**config.mk**
```make
export PLATFORM = sky130hd
export DESIGN_NAME = last_note_priority_stack
export DESIGN_NICKNAME = d
export VERILOG_FILES = /design/src/rtl/lnps_pkg.sv /design/src/rtl/lnps_stack.sv /design/src/rtl/last_note_priority_stack.sv
export SDC_FILE = /design/constraint.sdc
export NUM_CORES = 1
export LEC_CHECK = 0
export BUFFER_PORTS_ARGS = -buffer_cell sky130_fd_sc_hd__buf_2
export CAP_MARGIN = 20
export CORE_MARGIN = 4
export CORE_UTILIZATION = 45
export DETAILED_ROUTE_END_ITERATION = 8
export SETUP_SLACK_MARGIN = 0.5
export SLEW_MARGIN = 20
export SYNTH_ARGS = -nofsm -noshare
export SYNTH_HDL_FRONTEND = slang
export SYNTH_SLANG_ARGS = --single-unit
```
**constraint.sdc**
```tcl
create_clock -name clk_i -period 4.9 [get_ports clk_i]
set_clock_uncertainty 0.15 [all_clocks]
set_input_delay 0.735 -clock clk_i [delete_from_list [all_inputs] [get_ports clk_i]]
set_output_delay 0.735 -clock clk_i [all_outputs]
set_load 0.05 [all_outputs]
```
**src/rtl/lnps_pkg.sv**
```systemverilog
// Shared types, constants and the matrix-bit to key table for the
// last-note-priority key stack. No dependencies.
`timescale 1ns / 1ps

package lnps_pkg;

  localparam int KEY_BITS          = 30;  // width of one matrix scan
  localparam int NOTE_W            = 5;   // width of a key or note code
  localparam int NOTE_KEYS         = 25;  // keys 0..24 are notes
  localparam int BIT_W             = 5;   // index over the scan bits
  localparam int STACK_DEPTH_DEF   = 25;
  localparam int MATRIX_KEYS_DEF   = 30;
  localparam int IN_TDATA_W        = 32;
  localparam int OUT_TDATA_W       = 16;

  localparam logic [NOTE_W-1:0] NON_NOTE = 5'd31;

  typedef enum logic [2:0] {
    S_IDLE,
    S_PUSH,
    S_REL,
    S_SEARCH,
    S_TOP,
    S_DONE
  } lnps_state_e;

  // Matrix bit to key code; bits past the table read as a non-note key.
  function automatic logic [NOTE_W-1:0] key_of_bit(input logic [BIT_W-1:0] bit_idx);
    logic [NOTE_W-1:0] key;
    case (bit_idx)
      5'd0:    key = 5'd25;
      5'd1:    key = 5'd20;
      5'd2:    key = 5'd15;
      5'd3:    key = 5'd10;
      5'd4:    key = 5'd5;
      5'd5:    key = 5'd0;
      5'd6:    key = 5'd26;
      5'd7:    key = 5'd21;
      5'd8:    key = 5'd16;
      5'd9:    key = 5'd11;
      5'd10:   key = 5'd6;
      5'd11:   key = 5'd1;
      5'd12:   key = 5'd27;
      5'd13:   key = 5'd22;
      5'd14:   key = 5'd17;
      5'd15:   key = 5'd12;
      5'd16:   key = 5'd7;
      5'd17:   key = 5'd2;
      5'd18:   key = 5'd28;
      5'd19:   key = 5'd23;
      5'd20:   key = 5'd18;
      5'd21:   key = 5'd13;
      5'd22:   key = 5'd8;
      5'd23:   key = 5'd3;
      5'd24:   key = 5'd29;
      5'd25:   key = 5'd24;
      5'd26:   key = 5'd19;
      5'd27:   key = 5'd14;
      5'd28:   key = 5'd9;
      5'd29:   key = 5'd4;
      default: key = NON_NOTE;
    endcase
    return key;
  endfunction

endpackage

```
**src/rtl/lnps_stack.sv**
```systemverilog
// Held-note stack storage: one write port, one read port.
// Depends on lnps_pkg for the note width.
`timescale 1ns / 1ps

module lnps_stack #(
  parameter int DEPTH = lnps_pkg::STACK_DEPTH_DEF,
  parameter int IDX_W = 5
) (
  input  logic                        clk_i,
  input  logic                        wr_en_i,
  input  logic [IDX_W-1:0]            wr_addr_i,
  input  logic [lnps_pkg::NOTE_W-1:0] wr_data_i,
  input  logic [IDX_W-1:0]            rd_addr_i,
  output logic [lnps_pkg::NOTE_W-1:0] rd_data_o
);
  import lnps_pkg::*;

  logic [NOTE_W-1:0] mem_q [DEPTH];

  // entries are only read below the fill depth, so no reset is needed
  always_ff @(posedge clk_i) begin
    if (wr_en_i) begin
      mem_q[wr_addr_i] <= wr_data_i;
    end
  end

  assign rd_data_o = mem_q[rd_addr_i];

endmodule

```
**src/rtl/last_note_priority_stack.sv**
```systemverilog
// Last-note-priority key stack.
//
// Slave stream: one word per key-matrix scan, tdata[29:0] = key_bits.
// Master stream: one word per scan, tdata[4:0] = note_out, tdata[9:5] = held_count.
//
// A scan is compared with the previous one. A sequencer then walks the scan
// one bit per cycle: first pushing newly pressed notes, then, for each newly
// released note, walking the stack one entry per cycle to find and remove it,
// shifting later entries down. The stack top, if any, becomes the current note.
//
// With N = min(MATRIX_KEYS, 30), the push and release passes each cover N scan
// bits; the top of the stack is then read (S_TOP) and the word goes to the
// output register (S_DONE). Each released note adds a walk over the entries on
// the stack at that point, unless the stack is empty.
// s_axis_tready_o is high only while no scan is being worked on.
// The result sits in an output register; while the receiver stalls, the next
// scan is still taken and worked on, then waits until the register is free.
// Reset clears the previous scan, the stack depth and the note (lowest C).
`timescale 1ns / 1ps

module last_note_priority_stack #(
  parameter int STACK_DEPTH = lnps_pkg::STACK_DEPTH_DEF,
  parameter int MATRIX_KEYS = lnps_pkg::MATRIX_KEYS_DEF
) (
  input  logic                             clk_i,
  input  logic                             rst_ni,
  input  logic                             s_axis_tvalid_i,
  output logic                             s_axis_tready_o,
  input  logic [lnps_pkg::IN_TDATA_W-1:0]  s_axis_tdata_i,   // [29:0] key_bits
  output logic                             m_axis_tvalid_o,
  input  logic                             m_axis_tready_i,
  output logic [lnps_pkg::OUT_TDATA_W-1:0] m_axis_tdata_o    // [4:0] note_out, [9:5] held_count
);
  import lnps_pkg::*;

  localparam int SCAN_BITS = (MATRIX_KEYS < KEY_BITS) ? MATRIX_KEYS : KEY_BITS;
  localparam int IDX_W     = (STACK_DEPTH > 1) ? $clog2(STACK_DEPTH) : 1;
  localparam int DEPTH_W   = $clog2(STACK_DEPTH + 1);
  localparam int EXT_W     = (DEPTH_W > NOTE_W) ? DEPTH_W : NOTE_W;
  localparam logic [BIT_W-1:0] LAST_BIT = BIT_W'(SCAN_BITS - 1);

  lnps_state_e         state_q, state_d;
  logic [BIT_W-1:0]    bit_q, bit_d;
  logic [IDX_W-1:0]    idx_q, idx_d;
  logic                found_q, found_d;
  logic [NOTE_W-1:0]   key_q, key_d;
  logic [DEPTH_W-1:0]  depth_q, depth_d;
  logic [KEY_BITS-1:0] prev_q, prev_d;
  logic [KEY_BITS-1:0] cur_q, cur_d;
  logic [NOTE_W-1:0]   last_q, last_d;
  logic                out_valid_q, out_valid_d;
  logic [NOTE_W-1:0]   out_note_q, out_note_d;
  logic [NOTE_W-1:0]   out_count_q, out_count_d;

  logic [KEY_BITS-1:0] scan_mask;
  logic                in_fire;
  logic                out_free;
  logic                key_went_down;
  logic                key_went_up;
  logic [NOTE_W-1:0]   bit_key;
  logic                bit_is_note;
  logic                last_bit;
  logic                last_idx;
  logic                hit;
  logic [EXT_W-1:0]    depth_ext;

  logic                wr_en;
  logic [IDX_W-1:0]    wr_addr;
  logic [NOTE_W-1:0]   wr_data;
  logic [IDX_W-1:0]    rd_addr;
  logic [NOTE_W-1:0]   rd_data;

  lnps_stack #(
    .DEPTH (STACK_DEPTH),
    .IDX_W (IDX_W)
  ) u_stack (
    .clk_i     (clk_i),
    .wr_en_i   (wr_en),
    .wr_addr_i (wr_addr),
    .wr_data_i (wr_data),
    .rd_addr_i (rd_addr),
    .rd_data_o (rd_data)
  );

  always_comb begin
    for (int b = 0; b < KEY_BITS; b++) begin
      scan_mask[b] = (b < SCAN_BITS);
    end
  end

  assign s_axis_tready_o = (state_q == S_IDLE);
  assign in_fire         = s_axis_tvalid_i && s_axis_tready_o;
  assign out_free        = !out_valid_q || m_axis_tready_i;

  assign key_went_down = cur_q[bit_q] && !prev_q[bit_q];
  assign key_went_up   = prev_q[bit_q] && !cur_q[bit_q];
  assign bit_key       = key_of_bit(bit_q);
  assign bit_is_note   = (bit_key < NOTE_W'(NOTE_KEYS));
  assign last_bit      = (bit_q == LAST_BIT);
  assign last_idx      = ((DEPTH_W'(idx_q) + DEPTH_W'(1)) == depth_q);
  assign hit           = (rd_data == key_q);
  assign depth_ext     = EXT_W'(depth_q);

  // next state
  always_comb begin
    state_d = state_q;
    case (state_q)
      S_IDLE: begin
        if (in_fire) state_d = S_PUSH;
      end
      S_PUSH: begin
        if (last_bit) state_d = S_REL;
      end
      S_REL: begin
        if (key_went_up && bit_is_note && depth_q != '0) state_d = S_SEARCH;
        else if (last_bit) state_d = S_TOP;
      end
      S_SEARCH: begin
        if (last_idx) state_d = last_bit ? S_TOP : S_REL;
      end
      S_TOP: begin
        state_d = S_DONE;
      end
      S_DONE: begin
        if (out_free) state_d = S_IDLE;
      end
      default: state_d = S_IDLE;
    endcase
  end

  // datapath and stack port control
  always_comb begin
    bit_d       = bit_q;
    idx_d       = idx_q;
    found_d     = found_q;
    key_d       = key_q;
    depth_d     = depth_q;
    prev_d      = prev_q;
    cur_d       = cur_q;
    last_d      = last_q;
    out_valid_d = out_valid_q;
    out_note_d  = out_note_q;
    out_count_d = out_count_q;
    wr_en       = 1'b0;
    wr_addr     = IDX_W'(depth_q);
    wr_data     = bit_key;
    rd_addr     = idx_q;

    if (out_valid_q && m_axis_tready_i) out_valid_d = 1'b0;

    case (state_q)
      S_IDLE: begin
        if (in_fire) begin
          cur_d = s_axis_tdata_i[KEY_BITS-1:0] & scan_mask;
          bit_d = '0;
        end
      end
      S_PUSH: begin
        if (key_went_down && bit_is_note && depth_q < DEPTH_W'(STACK_DEPTH)) begin
          wr_en   = 1'b1;
          depth_d = depth_q + DEPTH_W'(1);
        end
        bit_d = last_bit ? '0 : bit_q + BIT_W'(1);
      end
      S_REL: begin
        if (key_went_up && bit_is_note && depth_q != '0) begin
          key_d   = bit_key;
          idx_d   = '0;
          found_d = 1'b0;
        end else if (!last_bit) begin
          bit_d = bit_q + BIT_W'(1);
        end
      end
      S_SEARCH: begin
        // after the match, each entry moves down one place
        if (found_q) begin
          wr_en   = 1'b1;
          wr_addr = idx_q - IDX_W'(1);
          wr_data = rd_data;
        end else if (hit) begin
          found_d = 1'b1;
        end
        if (last_idx) begin
          if (found_q || hit) depth_d = depth_q - DEPTH_W'(1);
          if (!last_bit) bit_d = bit_q + BIT_W'(1);
        end else begin
          idx_d = idx_q + IDX_W'(1);
        end
      end
      S_TOP: begin
        rd_addr = IDX_W'(depth_q - DEPTH_W'(1));
        if (depth_q != '0) last_d = rd_data;
        prev_d = cur_q;
      end
      S_DONE: begin
        if (out_free) begin
          out_valid_d = 1'b1;
          out_note_d  = last_q;
          out_count_d = depth_ext[NOTE_W-1:0];
        end
      end
      default: ;
    endcase
  end

  always_ff @(posedge clk_i or negedge rst_ni) begin
    if (!rst_ni) begin
      state_q     <= S_IDLE;
      bit_q       <= '0;
      idx_q       <= '0;
      found_q     <= 1'b0;
      depth_q     <= '0;
      prev_q      <= '0;
      last_q      <= '0;
      out_valid_q <= 1'b0;
    end else begin
      state_q     <= state_d;
      bit_q       <= bit_d;
      idx_q       <= idx_d;
      found_q     <= found_d;
      depth_q     <= depth_d;
      prev_q      <= prev_d;
      last_q      <= last_d;
      out_valid_q <= out_valid_d;
    end
  end

  always_ff @(posedge clk_i) begin
    key_q       <= key_d;
    cur_q       <= cur_d;
    out_note_q  <= out_note_d;
    out_count_q <= out_count_d;
  end

  assign m_axis_tvalid_o = out_valid_q;
  assign m_axis_tdata_o  = {(OUT_TDATA_W - 2 * NOTE_W)'(0), out_count_q, out_note_q};

endmodule

```
==> After elaboration in Yosys (flattened, before gate mapping) <==
Memories as Yosys holds them, arrays and structs flattened.
Index checks and enable logic that the tools add are counted.
{ "totals": {"mem_bits_ro": 160, "output_inout_bits": 18, "ramBits": 125, "ff_bits": 100, "wordCells": 109, "memories": 2, "input_bits": 36} }
{ "memory_table": {"columns": ["name", "words", "width", "rd", "rd_clocked_by_memory_dff", "write_ports", "line", "rtl"], "rows": [
  ["(no name shown)", 32, 5, 1, 0, 0, "lnps_pkg.sv:30", "case (bit_idx)"],
  ["u_stack.mem_q", 25, 5, 1, 0, 1, "lnps_stack.sv:18", "logic [NOTE_W-1:0] mem_q [DEPTH];"]
]} }
{ "op_classes": {"n_lt_le_gt_ge": 3, "n_reduce_logical": 27, "mux": 42, "eq_ne": 18, "addsub": 5} }
{ "op_table": {"columns": ["cell", "n"], "rows": [
  ["$mux W5", 15],
  ["$mux W3", 7],
  ["$pmux W5 S2", 2],
  ["$pmux W5 S4", 1],
  ["$pmux W3 S6", 1],
  ["$ne A2 B2 Y1 const B", 8],
  ["$add A5 B1 Y5 const B", 3],
  ["$mux W1", 12],
  ["$bmux W1 S5", 2],
  ["$eq A5 B5 Y1", 2],
  ["$lt A5 B5 Y1 const B", 2],
  ["$reduce_and A2 Y1", 5],
  ["$sub A5 B1 Y5 const B", 2],
  ["$logic_and A1 B1 Y1", 8],
  ["$reduce_and A4 Y1", 2],
  ["$eq A3 B2 Y1 const B", 2],
  ["$eq A3 B3 Y1 const B", 2],
  ["$lt A5 B6 Y1 const B", 1],
  ["$eq A5 B5 Y1 const B", 1],
  ["$reduce_and A5 Y1", 1],
  ["$reduce_bool A5 Y1", 1],
  ["$pmux W1 S2", 2],
  ["$reduce_bool A2 Y1", 2],
  ["$reduce_bool A4 Y1", 1],
  ["7 further kinds", 10]
]} }

==> Longest topological paths before layout <==
Gate-level depths: netlist of the first run.
{ "logic_depth": {"depth_word": 10, "mapped_depth": 17, "ltp_nobuf": 12} }

==> Cells and area by module <==
Synthesis of the first run repeated with hierarchy kept, for this count alone.
{ "unflattened": {"cells_unflattened": 766, "area_unflattened_um2": 10428.8} }
{ "by_module_without_submodules": {"columns": ["module", "seq_area_each_um2", "n_inst", "area_per_inst_um2", "cells_per_inst"], "rows": [
  ["last_note_priority_stack", 2727.6, 1, 5450.2, 499],
  ["lnps_stack", 3753.6, 1, 4978.5, 267]
]} }

==> Worst setup path before layout of the first run <==
OpenSTA, ideal clock, no wires.
{ "synth_path": {"path_type": "flip-flop to flip-flop", "startpoint": "reg depth_q[0] (netlist: depth_ext[0])", "endpoint": "mem u_stack.mem_q[0][0] (data pin)", "period_less_slack_ns": 4.580, "required_time_ns": 4.350, "slack_ns": 0.320, "setup_time_ns": 0.400, "t_arrival_ns": 4.030, "path_buffers": 5, "path_stages_with_launch": 15, "cell_sequence": "dfrtp_1 clkbuf_1 inv_1 clkbuf_1 ha_1 nor4b_1 a21o_1 buf_6 buf_2 buf_1 nand2_1 a221oi_1 o21bai_1 o211a_1 o21ai_0"} }
{ "synth_via": {"elab_chain_cells": 5} }
{ "synth_rtl": {"columns": ["element", "line", "rtl"], "rows": [
  ["start: declaration", "last_note_priority_stack.sv:47", "logic [DEPTH_W-1:0] depth_q, depth_d;"],
  ["start signal: assignment", "last_note_priority_stack.sv:221", "depth_q <= depth_d;"],
  ["$sub A5 B1 Y5", "last_note_priority_stack.sv:191", "rd_addr = IDX_W'(depth_q - DEPTH_W'(1));"],
  ["$mux W5", "last_note_priority_stack.sv:151", "case (state_q)"],
  ["$mem_v2 Z25 W5", null, null],
  ["$mux W5", "last_note_priority_stack.sv:176", "if (found_q) begin"],
  ["$mux W5", "last_note_priority_stack.sv:151", null],
  ["via u_stack.wr_data_i, one bit", "lnps_stack.sv:12", "input logic [lnps_pkg::NOTE_W-1:0] wr_data_i,"],
  ["end: declaration", "lnps_stack.sv:18", null]
]} }
The timed path passes the listed nets, and every way through them passes these cells.

==> Worst setup path after layout of the first run <==
{ "layout_path": {"startpoint": "reg depth_q[0] (netlist: depth_ext[0])", "endpoint": "reg depth_q[1] (netlist: depth_ext[1])"} }
{ "layout_via": {"elab_chain_cells": 7, "elab_cells_between_ends": 17, "cone_classes": "add/sub (2); order compare (1); eq/ne (5); mux (5); reduce/logical (3); memory (1)"} }
{ "layout_rtl": {"columns": ["element", "line", "rtl"], "rows": [
  ["$sub A5 B1 Y5", "last_note_priority_stack.sv:184, last_note_priority_stack.sv:191", null],
  ["$mux W5", "last_note_priority_stack.sv:151", null],
  ["$mem_v2 Z25 W5", null, null],
  ["$eq A5 B5 Y1", "last_note_priority_stack.sv:101", "assign hit = (rd_data == key_q);"],
  ["$logic_or A1 B1 Y1", "last_note_priority_stack.sv:184", "if (found_q || hit) depth_d = depth_q - DEPTH_W'(1);"],
  ["$ne A2 B2 Y1 (no line)", null, null],
  ["$reduce_and A4 Y1 (no line)", null, null]
]} }
Parallel ways exist; a longest one is shown, timed or not. The select of a mux whose other input is x is not followed.
A chain may end at the register's enable or synchronous reset.

==> results.sh, run 1 <==
export IMPL_outcome="complete, no violations"
export IMPL_critical_path_slowest_cell="or4_4"
export IMPL_power_density_nw_per_um2=322.3
export IMPL_postSynthCellCount=900
export IMPL_crit_chain="inv_1 -> ha_1 -> nor4b_2 -> buf_4 -> a21oi_1 -> a21o_1 -> o221a_1 -> or4_4 -> nor3_2 -> o221ai_2 -> nor4_4 -> a31oi_1 -> o221a_2"
export IMPL_boundaryPins=54
export IMPL_hold_class="in2async"
export IMPL_clock_sinks=225
export IMPL_slew_viol_final=0
export IMPL_synth_cell_types=66
export IMPL_min_period_ps=4220
export IMPL_critical_path_class="reg2reg"
export IMPL_max_slew_margin=0.3345
export IMPL_cts_made_buffers=25
export IMPL_fin_crit_sh=0.8612
export IMPL_dieArea_um2=26770
export IMPL_vias=7408
export IMPL_required_ps=5160
export IMPL_cts_htree_levels=1
export IMPL_synth_area_per_cell_um2=12.11
export IMPL_area_growth_pct=14.43
export IMPL_fillCellCount=2018
export IMPL_report_power_total_uw=4018
export IMPL_cpLargestDelayFamily="simple AND/OR/NAND/NOR gates"
export IMPL_root_buffer="clkbuf_16"
export IMPL_n_antenna_cell=0
export IMPL_hold_violations=0
export IMPL_rows=56
export IMPL_start_util=0.4614
export IMPL_arrival_ps=4480
export IMPL_vdd_drop_max_uv=269.4
export IMPL_utilization=0.5280
export IMPL_gp_congestion=0.8603
export IMPL_fmax_ghz=0.2370
export IMPL_setup_tns_ps=0
export IMPL_grt_start_max_net_pins=56
export IMPL_die_x_um=163.6
export IMPL_ys_top_cells_by_count="edfxtp_1, nand2_1, dfrtp_1, nor2_1, mux2i_1"
export IMPL_dp_hpwl_um=17440
export IMPL_clockBufferDepth=3
export IMPL_fin_nets=1005
export IMPL_wl_per_cell_um=20.00
export IMPL_yosys_top_cells_area="edfxtp_1, dfrtp_1, mux4_2, nand2_1, mux2i_1"
export IMPL_leakagePower_uw=0.004806
export IMPL_start_kind="flop"
export IMPL_crit_buf_inv=2
export IMPL_drc=0
export IMPL_clk_latency_ps=520
export IMPL_grt_pass1_wl_um=40750
export IMPL_synth_ff_type="edfxtp_1"
export IMPL_worst_path_max_fanout=10
export IMPL_synth_seq_cells=225
export IMPL_cp_slowest_stage_delay_ps=570
export IMPL_final_layout_size_suffix_gt1_frac=0.1799
export IMPL_drv_cap=0
export IMPL_setup_violations=0
export IMPL_syn_area_um2=10900
export IMPL_synth_top_area_frac=0.4685
export IMPL_drt_iter0_markers=669
export IMPL_grt_ovfl_total=0
export IMPL_grt_pass1_vias=7209
export IMPL_yosysMostFrequentCell="edfxtp_1"
export IMPL_antenna_found_initial=0
export IMPL_ys_seq_area_frac=0.5949
export IMPL_path_clk_slew_ps=60
export IMPL_synth_area_leader_cell="edfxtp_1"
export IMPL_synth_edf_count=170
export IMPL_endpoint_kind="flop"
export IMPL_dieHeight_um=163.6
export IMPL_grt_total_usage=0.1956
export IMPL_drt_total_wl_um=25840
export IMPL_coreArea_um2=23610
export IMPL_post_place_cells=1247
export IMPL_worstMarginPinSlew_ps=998.3
export IMPL_firstDrtPassIters=7
export IMPL_post_cts_setup_buffers=0
export IMPL_stdcell_count=1292
export IMPL_ant_nets=0
export IMPL_viasPerCell=5.734
export IMPL_async_flop_share=0.2444
export IMPL_grt_setup_unrepaired="false"
export IMPL_numPortBuffers=45
export IMPL_cts_tree="yes"
export IMPL_yosys_warnings=0
## sequential cells by signal, indices dropped and copies added (netlist names)
name,cells
found_q,1
state_q,3
out_count_q,5
cur_q,30
u_stack.mem_q,125
last_q,5
out_note_q,5
depth_ext,5
m_axis_tvalid_o,1
prev_q,30
bit_q,5
key_q,5
idx_q,5
## repair_timing
| action | in CTS | in global routing |
|---|---|---|
| gates resized for setup | 0 | 1 |
| hold buffers | 0 | 0 |
| endpoints found under the setup margin | 0 | 5 |
## metal layers
metal,share of wire,track usage,vias up
met5,0,0,-
met3,0.069,0.02776,46
met1,0.45,0.2911,3642
li1,-,-,3445
met4,0.028,0.06100,0
met2,0.45,0.2991,275
## per-stage QoR
| stage | setup slack, ps | cell area [µm²] | hold WS (ps) |
|---|---|---|---|
| after global placement | 617.9 | 11600 | 284.9 |
| after detailed placement | 581.1 | 11600 | 289.9 |
| after CTS | 571.9 | 12470 | 217.9 |
| after global routing | 511.1 | 12470 | 220.7 |
| after floorplan | 600.8 | 10910 | 271.1 |
| final | 680.0 | 12470 | 205.9 |
## area by class of cell
| cell class | count | area (µm²) | share of cell area |
|---|---|---|---|
| Sequential cell | 225 | 6481 | 0.5198 |
| Tap cell | 319 | 399.1 | 0.03201 |
| Multi-Input combinational cell | 592 | 4084 | 0.3275 |
| Clock inverter | 13 | 193.9 | 0.01555 |
| Clock buffer | 32 | 671.9 | 0.05389 |
| Inverter | 22 | 82.58 | 0.006623 |
| Timing Repair Buffer | 89 | 555.5 | 0.04456 |
## where the power goes
group	switching [µW]	total, µW	internal, µW
clock network	723	1950	1230
registers	0.0000000000000150	2030	2030
logic	22.5	32.5	9.96
total	745	4020	3270
## cell families after synthesis
family | Yosys count | share of synthesized area
AOI/OAI and AO/OA | 168 | 0.1040
xor gates and xnor gates | 20 | 0.01608
adders and majority gates | 14 | 0.01608
buffers and inverters | 88 | 0.03456
DFF | 225 | 0.5949
muxes | 81 | 0.1075
other | 1 | 0.0003442
and+or+nand+nor | 303 | 0.1266
## layout by cell type, fill, tap and decap left out, drive strengths merged, types with 15 or more instances in the layout
master and n:
nand2 152, dfrtp 55, mux2i 48, nor3 19, edfxtp 170, buf 89, a31oi 15, clkbuf 32
xnor2 15, inv 23, a21oi 37, o21ai 34, nor2 55, nand3 22, mux4 28
## final timing paths
path / to / slack, ps / startpoint / depth (start not counted)
setup / recovery: depth_ext[1] / 680 / depth_ext[0] / 13
hold / removal: bit_q[4] / 210 / rst_ni / 2
setup reg to reg: depth_ext[1] / 680 / depth_ext[0] / 13
hold reg to reg: out_note_q[2] / 300 / last_q[2] / 0
max in group asynchronous: prev_q[1] / 3890 / rst_ni / 2
min in group clk_i: cur_q[20] / 240 / s_axis_tdata_i[20] / 1
Note: power is estimated with default switching activity, not from simulation.
==> run 2, diff against run 1 <==
--- a/config.mk
+++ b/config.mk
@@ -5,6 +5,7 @@
 export SDC_FILE = /design/constraint.sdc
 export NUM_CORES = 1
 export LEC_CHECK = 0
+export ABC_AREA = 1
 export BUFFER_PORTS_ARGS = -buffer_cell sky130_fd_sc_hd__buf_2
 export CAP_MARGIN = 20
 export CORE_MARGIN = 4
==> run 2 against run 1 <==
Net effect:
- synthesized area fell by 2.5%
- largest cell class unchanged
- sequential cell count is the same
- sequential share of layout area is 2.5 points higher
- clock power shrank 8%
- count of clock-buffer cells in the layout grew 2
- routed wire length is 5.7% lower
- critical path type unchanged
- final cell count increased by 12%
- largest power group is now combinational logic
==> results.sh, run 2 <==
export IMPL_root_buffer="clkbuf_16"
export IMPL_yosysMostFrequentCell="nand2_1"
export IMPL_max_slew_margin=0.2863
export IMPL_cpLargestDelayFamily="simple AND/OR/NAND/NOR gates"
export IMPL_internal_power_uw=4618
export IMPL_hold_class="in2reg"
export IMPL_grt_total_usage=0.1864
export IMPL_grt_setup_unrepaired="false"
export IMPL_critical_path_class="reg2reg"
export IMPL_regMostFlops="u_stack.mem_q"
export IMPL_final_layout_size_suffix_gt1_frac=0.1134
export IMPL_vias=7605
export IMPL_swShare=0.4096
export IMPL_antenna_found_initial=0
export IMPL_crit_chain="inv_1 -> ha_1 -> nor2_1 -> inv_1 -> nand3_1 -> nand2_1 -> nand2_1 -> o21ai_1 -> nor2_1 -> nand2_1 -> nand3_1 -> nand3_1 -> nor2_1 -> nor2_1 -> inv_1 -> nand3_1 -> nor2_1"
export IMPL_path_clk_slew_ps=60
export IMPL_postSynthCellCount=1080
export IMPL_n_antenna_cell=0
export IMPL_clockBufferDepth=3
export IMPL_start_kind="flop"
export IMPL_viasPerCell=5.241
export IMPL_final_cell_mix="nand2_1, edfxtp_1, nand3_1, nor2_1, o21ai_0"
export IMPL_cts_tree="yes"
export IMPL_reg_top3="u_stack.mem_q x125, cur_q x30, prev_q x30"
export IMPL_clock_sinks=225
export IMPL_synth_top_family_by_area="simple AND/OR/NAND/NOR gates"
export IMPL_cts_made_buffers=26
export IMPL_cp_slowest_stage_delay_ps=520
export IMPL_async_flop_share=0.2444
export IMPL_fmax_ghz=0.2561
export IMPL_boundaryPins=54
export IMPL_syn_area_um2=10620
export IMPL_synth_fa_ha_area_frac=0.01649
export IMPL_synth_area_leader_cell="edfxtp_1"
export IMPL_synth_cell_types=39
export IMPL_crit_buf_inv=3
export IMPL_power_density_nw_per_um2=657.3
export IMPL_rows=55
export IMPL_fin_nets=1170
export IMPL_dieHeight_um=161.6
export IMPL_post_cts_resized=0
export IMPL_synth_edf_count=170
export IMPL_area_growth_pct=12.05
export IMPL_grt_start_max_net_pins=57
export IMPL_ys_top_cells_by_count="nand2_1, edfxtp_1, nand3_1, nor2_1, o21ai_0"
export IMPL_synth_seq_cells=225
export IMPL_synth_area_per_cell_um2=9.834
export IMPL_drt_iter0_markers=777
export IMPL_power_frac_seq=0.370
export IMPL_worstMarginPinSlew_ps=1067
export IMPL_fillCellCount=2052
export IMPL_yosys_top_cells_area="edfxtp_1, dfrtp_1, nand2_1, nand3_1, o21ai_0"
export IMPL_yosys_mux_area_fraction=0
export IMPL_largest_reg_flops=125
export IMPL_grt_pass1_vias=7196
export IMPL_switchingPower_uw=3204
export IMPL_final_common_cell="nand2_1"
export IMPL_fin_crit_sh=0.7968
export IMPL_clkPwrFrac=0.229
export IMPL_slew_viol_final=0
export IMPL_cts_htree_levels=1
export IMPL_coreArea_um2=22920
export IMPL_numPortBuffers=45
export IMPL_grt_pass1_wl_um=39200
export IMPL_wl_per_cell_um=16.79
export IMPL_drt_total_wl_um=24370
export IMPL_synth_simple_area_share=0.2307
export IMPL_critical_path_slowest_cell="nor2_1"
export IMPL_worst_path_max_fanout=18
export IMPL_required_ps=4910
export IMPL_die_x_um=161.6
export IMPL_power_frac_comb=0.401
export IMPL_dp_hpwl_um=15460
export IMPL_dieArea_um2=26120
export IMPL_setup_violations=0
export IMPL_hold_violations=0
export IMPL_grt_ovfl_total=0
export IMPL_drv_cap=0
export IMPL_start_util=0.4634
export IMPL_crit_top_cell="nor2_1"
export IMPL_ant_nets=0
export IMPL_firstDrtPassIters=5
export IMPL_drc=0
export IMPL_synth_top_area_frac=0.4807
export IMPL_clk_latency_ps=540
export IMPL_endpoint_kind="flop"
export IMPL_ys_seq_area_frac=0.6103
export IMPL_synth_compound_area_frac=0.07187
export IMPL_yosys_warnings=0
export IMPL_yosys_area_share_xor_xnor=0.01402
export IMPL_outcome="complete, no violations"
export IMPL_vdd_drop_max_uv=270.1
export IMPL_arrival_ps=3910
export IMPL_min_period_ps=3904
export IMPL_report_power_total_uw=7822
export IMPL_leakagePower_uw=0.004793
export IMPL_setup_tns_ps=0
export IMPL_synth_ff_type="edfxtp_1"
export IMPL_gp_congestion=0.8456
[run 2: cell count changes after synthesis, sizes merged, moves of 11 or more]
cell | before | now
o21ai | 34 | 91
mux4 | 28 | 0
nand2 | 152 | 283
a211oi | 11 | 0
nand3 | 22 | 169
mux2i | 48 | 0
clkbuf | 40 | 12
nor3 | 19 | 7
inv | 22 | 75
buf | 26 | 41
nor2 | 55 | 88
a21oi | 37 | 16
o31ai | 11 | 0
[run 2: worst paths after layout]
| kind | from | end | slack (ps) | depth (start not counted) |
|---|---|---|---|---|
| min in group asynchronous | rst_ni | last_q[3] | 420 | 2 |
| hold / removal | s_axis_tdata_i[29] | cur_q[29] | 220 | 1 |
| setup reg to reg | bit_q[1] | u_stack.mem_q[14][0] | 1000 | 17 |
| hold reg to reg | last_q[1] | out_note_q[1] | 300 | 0 |
| setup / recovery | bit_q[1] | u_stack.mem_q[14][0] | 1000 | 17 |
| max in group asynchronous | rst_ni | prev_q[3] | 3280 | 3 |
[run 2: kinds of logic (layout without fill, tap and decap cells)]
group,Yosys count,after routing
buffers and inverters,130,183
adders and majority gates,14,14
other,1,6
DFF,225,225
xor gates and xnor gates,17,17
and+or+nand+nor,557,557
AOI/OAI and AO/OA,136,136
[run 2: layout make-up]
cell class                      count  area [µm²]  share of cell area
Timing Repair Buffer               60       340.3             0.02860
Clock inverter                     12       78.83            0.006624
Inverter                           77       291.5             0.02450
Clock buffer                       34       721.9             0.06067
Multi-Input combinational cell    730        3595              0.3021
Tap cell                          313       391.6             0.03291
Sequential cell                   225        6481              0.5446
[run 2: power groups by stage]
| stage | sequential [µW] | clock [µW] | combinational (µW) |
|---|---|---|---|
| 2_1_floorplan | 2910 | 0 | 2190 |
| 3_3_place_gp | 2930 | 0 | 3100 |
| 3_5_place_dp | 2930 | 0 | 3140 |
| 4_1_cts | 2890 | 1830 | 3140 |
| 5_1_grt | 2930 | 1920 | 3530 |
| 6_report | 2900 | 1790 | 3140 |
[run 2: worst reg2reg max path: stages (launching register included)]
cell,delay [ps]
dfrtp_1,370
inv_1,460
ha_1,410
nor2_1,140
inv_1,90
nand3_1,70
nand2_1,70
nand2_1,60
o21ai_1,150
nor2_1,130
nand2_1,50
nand3_1,100
nand3_1,80
nor2_1,90
nor2_1,100
inv_1,160
nand3_1,340
nor2_1,520
[run 2: through the flow]
stage | setup WS [ps] | util | instances | hold slack [ps] | instance area, µm²
floorplan | 1551 | - | 1085 | 269.6 | 10640
global placement | 1074 | 0.4839 | 1404 | 281.7 | 11090
detailed placement | 1059 | 0.4839 | 1404 | 281.1 | 11090
CTS | 1039 | 0.5193 | 1451 | 202.3 | 11900
global route | 660.5 | 0.5193 | 1451 | 208.0 | 11900
finish | 995.8 | 0.5193 | 1451 | 221.9 | 11900
[run 2: layer usage]
layer | vias to the layer above | global-route usage | wire length, µm
met5 | - | 0 | 0
met2 | 217 | 0.2860 | 10760
met4 | 0 | 0.06844 | 952
met3 | 59 | 0.02883 | 1347
met1 | 3563 | 0.2703 | 11310
li1 | 3766 | - | -
[run 2: repair_timing]
item | CTS | global route
setup buffers | 0 | 0
endpoints found under the setup margin | 0 | 0
hold buffers | 1 | 0
endpoints found under the hold margin | 6 | 0
==> run 3, diff against run 2 <==
--- a/config.mk
+++ b/config.mk
@@ -5,7 +5,7 @@
 export SDC_FILE = /design/constraint.sdc
 export NUM_CORES = 1
 export LEC_CHECK = 0
-export ABC_AREA = 1
+export ABC_AREA = 0
 export BUFFER_PORTS_ARGS = -buffer_cell sky130_fd_sc_hd__buf_2
 export CAP_MARGIN = 20
 export CORE_MARGIN = 4
==> constraint.sdc (replaced) <==
create_clock -name clk_i -period 4.1 [get_ports clk_i]
set_clock_uncertainty 0.15 [all_clocks]
set_input_delay 0.615 -clock clk_i [delete_from_list [all_inputs] [get_ports clk_i]]
set_output_delay 0.615 -clock clk_i [all_outputs]
set_load 0.05 [all_outputs]
==> run 3 against run 2 <==
Net effect:
- sequential cell count unchanged
- total power decreased by 38%
- critical path type unchanged
- fmax grew 7.4%
- design area increased by 12%
- via count grew 0.25%
- register-to-register slack worse by 530 ps
- highest routed layer unchanged
- the run now ends with negative hold slack left
- first-iteration DRC count is 7.5% lower
- critical path depth fell by 4
- final cell count decreased by 7.8%
- largest cell class unchanged
- worst setup slack got worse by 530 ps
==> results.sh, run 3 (same netlist as run 1, synthesis figures left out) <==
export IMPL_cp_slowest_stage_delay_ps=590
export IMPL_vdd_drop_max_uv=346.0
export IMPL_drt_iter0_markers=719
export IMPL_rows=56
export IMPL_multi_input_area_um2=4418
export IMPL_grt_total_usage=0.2035
export IMPL_setup_violations=0
export IMPL_coreArea_um2=23610
export IMPL_stdcell_count=1338
export IMPL_antenna_found_initial=0
export IMPL_reg_top3="u_stack.mem_q x125, cur_q x30, prev_q x30"
export IMPL_power_density_nw_per_um2=362.8
export IMPL_root_buffer="clkbuf_16"
export IMPL_leakagePower_uw=0.005121
export IMPL_report_power_total_uw=4818
export IMPL_max_slew_margin=0.4665
export IMPL_gp_congestion=0.8469
export IMPL_viasPerCell=5.698
export IMPL_hold_ws_ps=-0.7150
export IMPL_path_clk_slew_ps=70
export IMPL_fin_nets=1050
export IMPL_endpoint_kind="flop"
export IMPL_critical_path_slowest_cell="or4_4"
export IMPL_outcome="finished, violations left"
export IMPL_grt_pass1_vias=7486
export IMPL_r2r_cells=13
export IMPL_vias=7624
export IMPL_final_layout_size_suffix_gt1_frac=0.2718
export IMPL_numPortBuffers=45
export IMPL_min_period_ps=3635
export IMPL_finalInstanceArea_um2=13280
export IMPL_fin_crit_sh=0.8866
export IMPL_grt_ovfl_total=0
export IMPL_cts_htree_levels=1
export IMPL_place_ws_ps=93.42
export IMPL_clockBufferDepth=3
export IMPL_grt_setup_unrepaired="true"
export IMPL_die_x_um=163.6
export IMPL_required_ps=4370
export IMPL_final_common_cell="edfxtp_1"
export IMPL_worst_path_max_fanout=12
export IMPL_path_depth=13
export IMPL_regMostFlops="u_stack.mem_q"
export IMPL_ant_nets=0
export IMPL_crit_top_cell="buf_4"
export IMPL_critical_path_class="reg2reg"
export IMPL_cts_made_buffers=25
export IMPL_slew_viol_final=0
export IMPL_drv_cap=0
export IMPL_final_cell_mix="edfxtp_1, nand2_1, buf_4, dfrtp_1, buf_2"
export IMPL_hold_class="in2async"
export IMPL_holdBufCountCts=0
export IMPL_largest_reg_flops=125
export IMPL_cts_tree="yes"
export IMPL_wl_per_cell_um=20.30
export IMPL_violations="negative hold slack"
export IMPL_drt_total_wl_um=27160
export IMPL_firstDrtPassIters=5
export IMPL_crit_chain="or3b_4 -> a21o_1 -> buf_4 -> bufbuf_16 -> a221oi_2 -> a2111oi_2 -> or4_4 -> nor3_4 -> o221ai_2 -> nor4_4 -> buf_4 -> o211ai_1 -> xnor2_1"
export IMPL_fin_ws_ps=464.8
export IMPL_arrival_ps=3910
export IMPL_boundaryPins=54
export IMPL_hold_violations=1
export IMPL_clk_latency_ps=540
export IMPL_start_kind="flop"
export IMPL_fmax_ghz=0.2751
export IMPL_start_util=0.4614
export IMPL_grt_start_max_net_pins=38
export IMPL_drc=0
export IMPL_clock_sinks=225
export IMPL_fillCellCount=1963
export IMPL_area_growth_pct=21.88
export IMPL_n_antenna_cell=0
export IMPL_post_place_cells=1271
export IMPL_dp_hpwl_um=18020
export IMPL_crit_buf_inv=3
export IMPL_cpLargestDelayFamily="simple AND/OR/NAND/NOR gates"
export IMPL_dieHeight_um=163.6
export IMPL_grt_pass1_wl_um=42210
export IMPL_dieArea_um2=26770
export IMPL_regArea_um2=6485
export IMPL_setup_tns_ps=0
export IMPL_worstMarginPinSlew_ps=800.3
export IMPL_placed_area_um2=11890
[run 3: final timing paths]
path	endpoint	slack, ps	startpoint
min	bit_q[0]	-0.7	rst_ni
max	depth_ext[4]	460	state_q[0]
min in group clk_i	cur_q[25]	100	s_axis_tdata_i[25]
max in group asynchronous	idx_q[0]	2950	rst_ni
min reg2reg	out_note_q[2]	300	last_q[2]
max reg2reg	depth_ext[4]	460	state_q[0]
[run 3: report_power, final]
group | total (µW) | internal [µW] | leakage, µW | switching (µW)
registers | 2430 | 2430 | 0.00242 | 0.0000000000000192
clock network | 2350 | 1380 | 0.000422 | 963
logic | 40.1 | 12.0 | 0.00228 | 28.1
total | 4820 | 3830 | 0.00512 | 991
[run 3: routing by layer]
metal | global-route usage | wire (µm) | share of wire | up-vias
met3 | 0.03205 | 1791 | 0.066 | 47
li1 | - | - | - | 3545
met4 | 0.06748 | 810 | 0.030 | 0
met5 | 0 | 0 | 0 | -
met2 | 0.3159 | 12510 | 0.46 | 255
met1 | 0.2951 | 12040 | 0.44 | 3777
[run 3: layout make-up]
type                       instances  area share
tap                              319     0.03006
timing repair buffer             134     0.07613
clock buffer                      28     0.05032
inverter                          22    0.006407
multi-input combinational        592      0.3327
sequential                       225      0.4884
clock inverter                    18     0.01602
[run 3: per-stage QoR]
stage	utilization	hold WS, ps
6_report	0.5624	-0.7150
5_1_grt	0.5624	70.70
4_1_cts	0.5492	22.69
3_5_place_dp	0.5036	285.3
3_3_place_gp	0.5036	282.7
2_1_floorplan	-	169.4
[run 3: repair_timing]
action | in CTS | in global routing
pin swaps | 5 | 17
gates resized for setup | 21 | 58
setup buffers | 11 | 9
endpoints found under the setup margin | 178 | 199
gates cloned | 1 | 0
[run 3: worst reg2reg max path, delay by kind of cell (launching register included)]
kind            cells  cell delay [ps]
simple gates        4             1410
xor+xnor            1              140
flops               1              380
compound gates      5              820
buf+inv             3              640
